<file path="config.mk">
export PLATFORM = sky130hd
export DESIGN_NAME = v0ims_ctrl
export DESIGN_NICKNAME = d
export VERILOG_FILES = /design/src/rtl/core/v0ims_pkg.sv /design/src/rtl/core/v0ims_ctrl.sv
export SDC_FILE = /design/constraint.sdc
export NUM_CORES = 1
export LEC_CHECK = 0
export BUFFER_PORTS_ARGS = -buffer_cell sky130_fd_sc_hd__buf_2
export CAP_MARGIN = 20
export CORE_ASPECT_RATIO = 0.9
export CORE_MARGIN = 3
export CORE_UTILIZATION = 37
export DETAILED_ROUTE_END_ITERATION = 8
export PLACE_DENSITY = 0.62
export SYNTH_ARGS = -nofsm -noshare
export SYNTH_HDL_FRONTEND = slang
export SYNTH_SLANG_ARGS = --single-unit
export TNS_END_PERCENT = 30
</file>
<file path="constraint.sdc">
create_clock -name clk -period 1.6 [get_ports clk]
set_clock_uncertainty 0.05 [all_clocks]
set_input_delay 0 -clock clk [delete_from_list [all_inputs] [get_ports clk]]
set_output_delay 0 -clock clk [all_outputs]
set_load 0.05 [all_outputs]
</file>
<file path="src/rtl/core/v0ims_pkg.sv">
// Shared types, constants and helpers for the V0 invariant mass selector.
// Used by the controller, the datapath and the top level; no dependencies.
package v0ims_pkg;

  // Particles taken into one event before further ones are ignored.
  localparam int MAX_PARTICLES = 64;

  // Configuration register indexes.
  localparam logic [2:0] CFG_WINDOW_LOW     = 3'd0;
  localparam logic [2:0] CFG_WINDOW_HIGH    = 3'd1;
  localparam logic [2:0] CFG_LIGHT_MASS     = 3'd2;
  localparam logic [2:0] CFG_HEAVY_MASS     = 3'd3;
  localparam logic [2:0] CFG_KAON_NOMINAL   = 3'd4;
  localparam logic [2:0] CFG_LAMBDA_NOMINAL = 3'd5;

  // Configuration reset values, Q16 GeV.
  localparam logic [23:0] RST_WINDOW_LOW     = 24'd32113;
  localparam logic [23:0] RST_WINDOW_HIGH    = 24'd33096;
  localparam logic [23:0] RST_LIGHT_MASS     = 24'd9147;
  localparam logic [23:0] RST_HEAVY_MASS     = 24'd61491;
  localparam logic [23:0] RST_KAON_NOMINAL   = 24'd32612;
  localparam logic [23:0] RST_LAMBDA_NOMINAL = 24'd73117;

  // Squarer operand selects.
  localparam logic [3:0] SQ_AX     = 4'd0;
  localparam logic [3:0] SQ_AY     = 4'd1;
  localparam logic [3:0] SQ_AZ     = 4'd2;
  localparam logic [3:0] SQ_LIGHT  = 4'd3;
  localparam logic [3:0] SQ_HEAVY  = 4'd4;
  localparam logic [3:0] SQ_SX     = 4'd5;
  localparam logic [3:0] SQ_SY     = 4'd6;
  localparam logic [3:0] SQ_SZ     = 4'd7;
  localparam logic [3:0] SQ_EKAON  = 4'd8;
  localparam logic [3:0] SQ_ELAM   = 4'd9;
  localparam logic [3:0] SQ_MASS   = 4'd10;

  // Momentum-square accumulator operations.
  localparam logic [1:0] P2_HOLD = 2'd0;
  localparam logic [1:0] P2_LOAD = 2'd1;
  localparam logic [1:0] P2_ADD  = 2'd2;

  // Square root radicand operations.
  localparam logic [1:0] RAD_HOLD = 2'd0;
  localparam logic [1:0] RAD_ADD  = 2'd1;
  localparam logic [1:0] RAD_SUB  = 2'd2;

  // Commands from the controller to the datapath.
  typedef struct packed {
    logic       take_in;
    logic       sq_en;
    logic [3:0] sq_sel;
    logic [1:0] p2_op;
    logic [1:0] rad_op;
    logic       sqrt_start;
    logic       cap_light;
    logic       cap_kaon;
    logic       upd_part;
    logic       sel_mass;
    logic       out_load;
  } cmd_t;

  // Status from the datapath to the controller.
  typedef struct packed {
    logic sqrt_busy;
    logic part_en;
    logic is_pos;
    logic is_last;
    logic out_free;
  } sts_t;

  // Magnitude of a signed 24-bit momentum.
  function automatic logic [23:0] mag24(input logic signed [23:0] v);
    logic [23:0] r;
    r = v[23] ? 24'(-v) : 24'(v);
    return r;
  endfunction

  // Magnitude of a signed 31-bit momentum sum.
  function automatic logic [30:0] mag31(input logic signed [30:0] v);
    logic [30:0] r;
    r = v[30] ? 31'(-v) : 31'(v);
    return r;
  endfunction

endpackage

</file>
<file path="src/rtl/core/v0ims_ctrl.sv">
// Sequencing state machine for the V0 invariant mass selector.
// Depends on v0ims_pkg; drives v0ims_dp through cmd_t and reads sts_t.
module v0ims_ctrl (
  input  logic              clk,
  input  logic              rst_n,
  input  logic              in_valid,
  output logic              in_stall,
  input  v0ims_pkg::sts_t   sts,
  output v0ims_pkg::cmd_t   cmd
);

  localparam logic [4:0] ST_IDLE   = 5'd0;
  localparam logic [4:0] ST_P_MX   = 5'd1;
  localparam logic [4:0] ST_P_MY   = 5'd2;
  localparam logic [4:0] ST_P_MZ   = 5'd3;
  localparam logic [4:0] ST_P_ML   = 5'd4;
  localparam logic [4:0] ST_P_RADL = 5'd5;
  localparam logic [4:0] ST_P_SQL  = 5'd6;
  localparam logic [4:0] ST_P_WL   = 5'd7;
  localparam logic [4:0] ST_P_MH   = 5'd8;
  localparam logic [4:0] ST_P_RADH = 5'd9;
  localparam logic [4:0] ST_P_SQH  = 5'd10;
  localparam logic [4:0] ST_P_WH   = 5'd11;
  localparam logic [4:0] ST_P_UPD  = 5'd12;
  localparam logic [4:0] ST_E_MX   = 5'd13;
  localparam logic [4:0] ST_E_MY   = 5'd14;
  localparam logic [4:0] ST_E_MZ   = 5'd15;
  localparam logic [4:0] ST_E_MK   = 5'd16;
  localparam logic [4:0] ST_E_RADK = 5'd17;
  localparam logic [4:0] ST_E_SQK  = 5'd18;
  localparam logic [4:0] ST_E_WK   = 5'd19;
  localparam logic [4:0] ST_E_ML   = 5'd20;
  localparam logic [4:0] ST_E_RADL = 5'd21;
  localparam logic [4:0] ST_E_SQL  = 5'd22;
  localparam logic [4:0] ST_E_WL   = 5'd23;
  localparam logic [4:0] ST_E_SEL  = 5'd24;
  localparam logic [4:0] ST_E_MSQ  = 5'd25;
  localparam logic [4:0] ST_E_OUT  = 5'd26;

  logic [4:0] state_r, state_nxt;
  logic       take;

  assign in_stall = (state_r != ST_IDLE);
  assign take     = in_valid && !in_stall;

  // Next state and the command issued in each state.
  always_comb begin
    state_nxt = state_r;
    cmd       = '0;
    case (state_r)
      ST_IDLE: begin
        cmd.take_in = take;
        if (take) begin
          state_nxt = ST_P_MX;
        end
      end
      ST_P_MX: begin
        // Decide here, from the counts before this particle.
        if (sts.part_en) begin
          cmd.sq_en  = 1'b1;
          cmd.sq_sel = v0ims_pkg::SQ_AX;
          state_nxt  = ST_P_MY;
        end else if (sts.is_last) begin
          state_nxt = ST_E_MX;
        end else begin
          state_nxt = ST_IDLE;
        end
      end
      ST_P_MY: begin
        cmd.sq_en = 1'b1;
        cmd.sq_sel = v0ims_pkg::SQ_AY;
        cmd.p2_op = v0ims_pkg::P2_LOAD;
        state_nxt = ST_P_MZ;
      end
      ST_P_MZ: begin
        cmd.sq_en = 1'b1;
        cmd.sq_sel = v0ims_pkg::SQ_AZ;
        cmd.p2_op = v0ims_pkg::P2_ADD;
        state_nxt = ST_P_ML;
      end
      ST_P_ML: begin
        cmd.sq_en = 1'b1;
        cmd.sq_sel = v0ims_pkg::SQ_LIGHT;
        cmd.p2_op = v0ims_pkg::P2_ADD;
        state_nxt = ST_P_RADL;
      end
      ST_P_RADL: begin
        cmd.rad_op = v0ims_pkg::RAD_ADD;
        state_nxt  = ST_P_SQL;
      end
      ST_P_SQL: begin
        cmd.sqrt_start = 1'b1;
        state_nxt      = ST_P_WL;
      end
      ST_P_WL: begin
        if (!sts.sqrt_busy) begin
          cmd.cap_light = 1'b1;
          state_nxt     = sts.is_pos ? ST_P_MH : ST_P_UPD;
        end
      end
      ST_P_MH: begin
        cmd.sq_en = 1'b1;
        cmd.sq_sel = v0ims_pkg::SQ_HEAVY;
        state_nxt = ST_P_RADH;
      end
      ST_P_RADH: begin
        cmd.rad_op = v0ims_pkg::RAD_ADD;
        state_nxt  = ST_P_SQH;
      end
      ST_P_SQH: begin
        cmd.sqrt_start = 1'b1;
        state_nxt      = ST_P_WH;
      end
      ST_P_WH: begin
        if (!sts.sqrt_busy) begin
          state_nxt = ST_P_UPD;
        end
      end
      ST_P_UPD: begin
        cmd.upd_part = 1'b1;
        state_nxt    = sts.is_last ? ST_E_MX : ST_IDLE;
      end
      ST_E_MX: begin
        cmd.sq_en = 1'b1;
        cmd.sq_sel = v0ims_pkg::SQ_SX;
        state_nxt = ST_E_MY;
      end
      ST_E_MY: begin
        cmd.sq_en = 1'b1;
        cmd.sq_sel = v0ims_pkg::SQ_SY;
        cmd.p2_op = v0ims_pkg::P2_LOAD;
        state_nxt = ST_E_MZ;
      end
      ST_E_MZ: begin
        cmd.sq_en = 1'b1;
        cmd.sq_sel = v0ims_pkg::SQ_SZ;
        cmd.p2_op = v0ims_pkg::P2_ADD;
        state_nxt = ST_E_MK;
      end
      ST_E_MK: begin
        cmd.sq_en = 1'b1;
        cmd.sq_sel = v0ims_pkg::SQ_EKAON;
        cmd.p2_op = v0ims_pkg::P2_ADD;
        state_nxt = ST_E_RADK;
      end
      ST_E_RADK: begin
        cmd.rad_op = v0ims_pkg::RAD_SUB;
        state_nxt  = ST_E_SQK;
      end
      ST_E_SQK: begin
        cmd.sqrt_start = 1'b1;
        state_nxt      = ST_E_WK;
      end
      ST_E_WK: begin
        if (!sts.sqrt_busy) begin
          cmd.cap_kaon = 1'b1;
          state_nxt    = ST_E_ML;
        end
      end
      ST_E_ML: begin
        cmd.sq_en = 1'b1;
        cmd.sq_sel = v0ims_pkg::SQ_ELAM;
        state_nxt = ST_E_RADL;
      end
      ST_E_RADL: begin
        cmd.rad_op = v0ims_pkg::RAD_SUB;
        state_nxt  = ST_E_SQL;
      end
      ST_E_SQL: begin
        cmd.sqrt_start = 1'b1;
        state_nxt      = ST_E_WL;
      end
      ST_E_WL: begin
        if (!sts.sqrt_busy) begin
          state_nxt = ST_E_SEL;
        end
      end
      ST_E_SEL: begin
        cmd.sel_mass = 1'b1;
        state_nxt    = ST_E_MSQ;
      end
      ST_E_MSQ: begin
        cmd.sq_en = 1'b1;
        cmd.sq_sel = v0ims_pkg::SQ_MASS;
        state_nxt = ST_E_OUT;
      end
      ST_E_OUT: begin
        // Hold until the output register can take the result.
        if (sts.out_free) begin
          cmd.out_load = 1'b1;
          state_nxt    = ST_IDLE;
        end
      end
      default: begin
        state_nxt = ST_IDLE;
      end
    endcase
  end

  always_ff @(posedge clk) begin
    if (!rst_n) begin
      state_r <= ST_IDLE;
    end else begin
      state_r <= state_nxt;
    end
  end

endmodule

</file>
[After elaboration in Yosys (flattened, before gate mapping)]
Index checks and enable logic that the tools add are counted.
Word-level totals
  word-level logic and storage cells: 66
  bits in registers: 5
  input port bits: 8
Cells by class
  eq/ne operators: 32
  reduce and logical (&&, ||, !) cells: 10
  mux-type cells: 23
Operators by type and width (count)
  $pmux W5 S27: 1
  $eq A5 B5 Y1 const B: 11
  $pmux W5 S11: 1
  $eq A5 B4 Y1 const B: 8
  $mux W5: 7
  $eq A5 B3 Y1 const B: 4
  $ne A2 B2 Y1 const B: 6
  $eq A5 B2 Y1 const B: 2
  $mux W1: 9
  $mux W4: 2
  $pmux W2 S2: 2
  $reduce_or A4 Y1: 2
  $reduce_and A6 Y1: 1
  $reduce_or A2 Y1: 3
  $eq A5 B1 Y1 const B: 1
  $logic_not A5 Y1: 1
  $reduce_bool A5 Y1: 1
  $mux W3: 1
  $logic_and A1 B1 Y1: 1
  $logic_not A1 Y1: 1

[Logic depth before layout (Yosys ltp)]
Gate-level depths: netlist of the first run.
  depth after elaboration: 5
  gate-level depth with buffers: 6

[Worst setup path after synthesis of the first run]
No wires, ideal clock.
  path kind: reg2out
  start point: reg state_r[1]
  end point: out cmd[8] (netlist name)
  path buffers: 2
  arrival: 2.431 ns
  data required time: 1.550 ns
  path slack: -0.881 ns
  stages on the path, launching flop included: 5
  path through: dfxtp_1 > buf_6 > buf_2 > inv_1 > nor4b_1
RTL lines
  start: declaration: line v0ims_ctrl.sv:40  | logic [4:0] state_r, state_nxt;
  start signal: assignment: line v0ims_ctrl.sv:204  | state_r <= state_nxt;
  end: declaration: line v0ims_ctrl.sv:9  | output v0ims_pkg::cmd_t cmd

==> results by group, run 1 <==
Floorplanning
  • Chip width: about 55 µm
  • Die area: between 2000 and 3000 µm²
  • I/O pins: 25
  • Starting Density: approximately 40%
  • Die height: about 50 µm
  • Row count: 15
  • Core Box Area: slightly below 2000 µm²

Synthesis
  • Cell taking the most area after synthesis: dfxtp_1
  • Synth top cells by count: 11 x nand2_1, 9 x nor2_1, 6 x buf_2, 6 x nor2b_1
  • Number of synthesized flops with an enable pin: 0
  • Sequential fraction of the synthesis area: between 10% and 20%
  • Synth cell types: 47
  • Async SR Flop Fraction: 0%
  • Synth warn: 0
  • Ranking of synthesized cells by area: dfxtp_1 13%, nand2_1 5.3%, nor2b_1 4.8%
  • Mean area per synthesized cell: approximately 7 µm²
  • Leading register cell type out of synthesis: dfxtp_1
  • Yosys reg bits: 5
  • Synthesized Nets: 119
  • Cell Area, Synth: between 700 and 800 µm²
  • Post-Synthesis Cells: 111
  • Most common cell in the netlist: nand2_1
  • Post-synth top area share: between 10 and 15%

Clock tree
  • TritonCTS clock tree: built
  • # hold bufs at CTS: 0
  • Clock-pin slew on the worst setup and hold paths: 0.05 ns
  • Maximum root-to-sink buffer count: 2
  • Clk sinks: 5
  • Root Buffer: clkbuf_4
  • CTS Buf Count: 3
  • Clk_lat worst skew: 0.25 ns
  • H-tree levels: 1

Placement
  • Inst Count DP: around 170
  • Setup slack at placement: -0.0226 ns
  • RePlAce Congestion: roughly 0.91
  • Placed Area: around 1100 µm²
  • Hpwl dp: ~2100 µm
  • Port-buffer cells: 24

Finish
  • Fillers: 175
  • Layout cells sized above 1: between 50% and 60%
  • Max reg flops: 5
  • Layout net count: approximately 170
  • Syn-to-layout area delta: 62.5%
  • Cell Count, Final, Fillers Out: approximately 180
  • Post-route cell area: between 1000 and 1500 µm²
  • # diodes: 0
  • Biggest regs: state_r x5
  • Reg with most FFs: state_r

Worst setup path
  • Startpoint class of the critical path: register
  • Setup Crit Path Kind: register to output pin
  • WP data required: between 1.5 and 2 ns
  • Max FO, Critical Path: 7
  • Worst Reg-to-Reg Cells: 5
  • Crit. End Element: output pin
  • Crit path DAT: 1.60 ns

Routing
  • Antenna Nets Post-Route: 0
  • WL final: between 3000 and 4000 µm
  • DRT Pass-1 Iters: 4
  • Initial detailed-routing violation count: 34
  • Vias per cell: 6.03
  • Routed len/inst: between 15 and 20 µm
  • Routed vias: approximately 1100
  • DRC Markers: 0

Timing
  • Max-slew violation count: 0
  • Tcrit/Tclk final: 103%
  • Worst Max-Slew Pin Slew: 0.369 ns
  • Final setup vio count: 8
  • Worst setup margin: -0.0529 ns
  • RSZ-0062 raised after global routing: yes
  • Normalized max-slew margin: 75.1%
  • Max Clk Rate: about 0.6 GHz
  • Final Hold Fails: 0
  • Final min period: around 1.7 ns

Global routing
  • Tot GR Track Use: between 20% and 30%
  • Largest net degree at the start of global routing: 12
  • Total global routing overflow: 0
  • First-pass GRT wire length: around 4600 µm
  • Antenna violations before repair: 0
  • Vias in the first global route: between 900 and 1000

Run status
  • Violated checks: setup timing
  • Status: finished, violations left

Hold path
  • Min-Delay Path Class: primary input to register
  • WHS Path Cells: 3

Pwr
  • Pwr Density: ~1300 nW/µm²
  • Pleak: roughly 0.54 nW
  • Total Power: between 1.5 and 2 mW
  • Maximum vdd drop: 0.000911 V

Run
  • Max Cap Viol: 0
-- final cells by class --
cell class,instances,area [µm²],share of cell area [%]
multi-input combinational,93,717,56.3
timing repair buffer,53,374,29.4
sequential,5,116,9.14
tap,25,31.3,2.46
clock buffer,4,26.3,2.06
inverter,2,7.51,0.590
-- cell usage in the layout (no fill, tap or decap), types with 3 or more instances in the layout --
cell type  synthesis  final
o21ai_0            4      4
nor2_2             1      3
clkbuf_4           0      4
buf_2              6     14
nor3_1             5      5
nor2b_1            6      4
o22ai_1            5      4
nor2_1             9      7
a21oi_1            5      5
buf_4              1     35
buf_6              3      3
nand2b_4           0      3
nand2_1           11     11
dfxtp_4            0      4
-- routing by layer --
| layer | GRT usage [%] | up-vias | part of all wire, % | wire length (µm) |
|---|---|---|---|---|
| met4 | 9.13 | 0 | 2.1 | 68 |
| met3 | 2.72 | 8 | 6.0 | 192 |
| li1 | - | 511 | - | - |
| met2 | 34.7 | 63 | 49 | 1560 |
| met5 | 0 | - | 0 | 0 |
| met1 | 31.2 | 515 | 43 | 1370 |
-- repair_timing --
item                                    in CTS  in global routing
pin swaps                                    2                  5
setup buffers                                3                  4
endpoints found under the setup margin      15                 14
resized for setup                           24                 20
-- cell families after synthesis --
group	count (synthesis)	synth area share (%)
AND/OR/NAND/NOR	53	37.9
AO/OA/AOI/OAI	36	33.2
multiplexers	2	3.35
buffers and inverters	13	10.5
flip-flops	5	12.8
XOR/XNOR	2	2.24
-- stage by stage --
step	setup TNS (ns)	util (%)	hold WS (ns)
after global routing	-0.861	65.2	0.0350
after CTS	-0.0427	59.5	0.00209
after detailed placement	-0.0226	54.2	0.267
after floorplan	-2.73	-	0.0198
final	-0.188	65.2	0.0147
after global placement	-0.00720	54.2	0.253
-- final timing paths --
| check | start | end | slack (ns) |
|---|---|---|---|
| setup / recovery | state_r[0] | cmd[1] | -0.05 |
| hold / removal | sts[1] | state_r[0] | 0.01 |
| setup reg to reg | state_r[2] | state_r[2] | -0.04 |
| hold reg to reg | state_r[3] | state_r[3] | 0.64 |
-- report_power, final --
| group | switching (mW) | internal, mW |
|---|---|---|
| logic | 0.763 | 0.563 |
| registers | 0.0549 | 0.158 |
| clock network | 0.0629 | 0.0950 |
| total | 0.881 | 0.816 |
-- worst max-delay path, cell delays in order, from the launching register on --
cell,delay [ns]
dfxtp_4,0.37
or2_4,0.28
buf_4,0.16
nor3_1,0.24
buf_2,0.32
No activity file was read; power rests on OpenSTA's default activity.
==> inputs of run 2 (changes only) <==
- CTS_BUF_LIST: unset -> sky130_fd_sc_hd__clkbuf_16
- MAX_ROUTING_LAYER: unset -> met4
- SKIP_LAST_GASP: unset -> 1
==> run 2 against run 1 <==
The flow still finishes with violations (setup timing). Non-clock buffer count decreased by 4. Global-route usage increased by 1.4 points. Combinational power decreased by 9%. Maximum frequency grew 0.58%. Sequential power about the same. Critical endpoint is now cmd[14]. Core utilization is 1.6 points lower. First-iteration DRC count up 26%. Die area unchanged.
==> results by group, run 2 (synthesized netlist as in run 1, its figures left out) <==
Timing
  • RSZ-0062 raised after global routing: yes (unchanged)
  • Hold Worst Slack: 0.0222 ns (was 0.0147 ns)
  • Final setup vio count: 2 (was 8)
  • Worst setup margin: -0.0434 ns (was -0.0529 ns)
  • Tcrit/Tclk final: 103% (about the same)
  • Normalized max-slew margin: 75.5% (was 75.1%)
  • Max-slew violation count: 0 (unchanged)
  • Final Hold Fails: 0 (unchanged)
  • Final min period: 1.64 ns (was 1.65 ns)
  • Worst Max-Slew Pin Slew: 0.362 ns (was 0.369 ns)
  • Max Clk Rate: 0.609 GHz (was 0.605 GHz)

Hold path
  • Min-delay src: rst_n (was sts[1])
  • WHS Path Cells: 3 (unchanged)
  • Min-Delay Path Class: primary input to register (unchanged)

Routing
  • DRT Pass-1 Iters: 4 (unchanged)
  • Routed len/inst: 16.8 µm (was 17.6 µm)
  • Routed vias: 1049 (was 1097)
  • DRC Markers: 0 (unchanged)
  • Vias per cell: 5.89 (was 6.03)
  • Initial detailed-routing violation count: 43 (was 34)
  • Antenna Nets Post-Route: 0 (unchanged)
  • WL final: 2980 µm (was 3200 µm)

Finish
  • Layout net count: 162 (was 166)
  • Layout cells sized above 1: 52.3% (was 56.1%)
  • # diodes: 0 (unchanged)
  • Biggest regs: state_r x5 (unchanged)
  • Fillers: 172 (was 175)
  • Post-route cell area: 1240 µm² (was 1270 µm²)
  • Reg with most FFs: state_r (unchanged)
  • Most frequent cells in the layout: 30 x buf_4, 16 x buf_2, 11 x nand2_1, 8 x nor2_1 (was 35 x buf_4, 14 x buf_2, 11 x nand2_1, 7 x nor2_1)
  • Most common cell after layout, fill and taps aside: buf_4 (unchanged)
  • Final core utilization: 63.6% (was 65.2%)
  • Max reg flops: 5 (unchanged)
  • Syn-to-layout area delta: 58.5% (was 62.5%)

Clock tree
  • Clock-pin slew on the worst setup and hold paths: 0.03 ns (was 0.05 ns)
  • TritonCTS clock tree: built (unchanged)
  • H-tree levels: 1 (unchanged)
  • CTS Buf Count: 3 (unchanged)
  • Root Buffer: clkbuf_16 (was clkbuf_4)
  • Clk_lat worst skew: 0.23 ns (was 0.25 ns)
  • Clk sinks: 5 (unchanged)
  • Maximum root-to-sink buffer count: 2 (unchanged)
  • # hold bufs at CTS: 0 (unchanged)

Floorplanning
  • Die height: 49.7 µm (unchanged)
  • Starting Density: 40.1% (unchanged)
  • Chip width: 54.5 µm (unchanged)
  • Die area: 2710 µm² (unchanged)
  • Core Box Area: 1950 µm² (unchanged)
  • I/O pins: 25 (unchanged)
  • Row count: 15 (unchanged)

Global routing
  • Antenna violations before repair: 0 (unchanged)
  • Tot GR Track Use: 24.0% (was 22.6%)
  • First-pass GRT wire length: 4690 µm (was 4620 µm)
  • Total global routing overflow: 0 (unchanged)
  • Largest net degree at the start of global routing: 11 (was 12)
  • Vias in the first global route: 1000 (was 982)

Placement
  • Hpwl dp: 2120 µm (unchanged)
  • Port-buffer cells: 24 (unchanged)
  • Placed Area: 1060 µm² (unchanged)
  • RePlAce Congestion: 0.921 (was 0.905)

Pwr
  • Maximum vdd drop: 0.000976 V (was 0.000911 V)
  • Pwr Density: 1480 nW/µm² (was 1330 nW/µm²)
  • Pleak: 0.538 nW (was 0.543 nW)

Worst setup path
  • FF-to-FF End: state_r[2] (unchanged)
  • Max FO, Critical Path: 7 (unchanged)
  • Startpoint class of the critical path: register (unchanged)
  • Crit path DAT: 1.59 ns (was 1.60 ns)
  • Worst Reg-to-Reg Cells: 5 (unchanged)
  • Crit path to: cmd[14] (was cmd[1])
  • Setup Crit Path Kind: register to output pin (unchanged)
  • R2r setup slk: 0.04 ns (was -0.04 ns)
  • Worst Setup SP: state_r[0] (unchanged)
  • Crit. End Element: output pin (unchanged)
  • Critical R2R Launch: state_r[0] (was state_r[2])
  • WP data required: 1.55 ns (about the same)

Run
  • Max Cap Viol: 0 (unchanged)

Run status
  • Violated checks: setup timing (unchanged)
  • Status: finished, violations left (unchanged)
run 2: cell types whose count changed in the layout (fill, tap and decap cells not counted), sizes merged:
cell	delta
buf	-4
clkbuf	-1
inv	+1
run 2: per-layer routing:
metal | share of wire [%] | GRT usage, % | up-vias
met5 | 0 | - | -
met4 | 2.5 | 12.0 | 0
met3 | 4.9 | 1.21 | 9
met2 | 49 | 36.5 | 39
met1 | 43 | 31.5 | 501
li1 | - | - | 500
run 2: worst min-delay path by stage:
stage / end / slack [ns]
detailed placement: state_r[4] / 0.27
CTS: state_r[4] / 0.02
finish: state_r[4] / 0.02
floorplan: cmd[4] / 0.02
global placement: state_r[0] / 0.25
global route: state_r[1] / 0.05
run 2: area by class of cell:
type                    count  area (µm²)  share of cell area (%)
multi-input cells          93         674                    54.3
clock inverters             1        3.75                   0.302
well taps                  25        31.3                    2.52
inverters                   2        7.51                   0.605
flip-flops and latches      5         114                    9.17
repair buffers             49         335                    27.0
clock buffers               3        75.1                    6.05
run 2: critical path: stages, from the launching register on:
cell and delay [ns]:
dfxtp_2 0.36, or2_4 0.28, a211oi_2 0.26, a31oi_1 0.07, o22ai_1 0.16, buf_4 0.23
run 2: timing repair:
action                                  4_1_cts  5_1_grt
endpoints found under the setup margin       15       11
gates resized for setup                      16       15
pin swaps                                     2        0
cloned                                        0        0
buffers inserted                              3        0
run 2: through the flow:
| step | total power [mW] | cells | setup WS [ns] | setup TNS, ns |
|---|---|---|---|---|
| 6_report | 1.84 | 178 | -0.0434 | -0.0455 |
| 5_1_grt | 1.93 | 178 | -0.0708 | -0.434 |
| 4_1_cts | 1.77 | 178 | -0.0267 | -0.0447 |
| 3_5_place_dp | 1.27 | 171 | -0.0226 | -0.0226 |
| 3_3_place_gp | 1.26 | 171 | -0.00720 | -0.00720 |
| 2_1_floorplan | 0.970 | 111 | -0.432 | -2.73 |
run 2: report_power, final:
part / total, mW / switching (mW) / internal [mW]
clock network: 0.416 / 0.0919 / 0.325
registers: 0.211 / 0.0555 / 0.156
logic: 1.21 / 0.720 / 0.495
total: 1.84 / 0.867 / 0.975
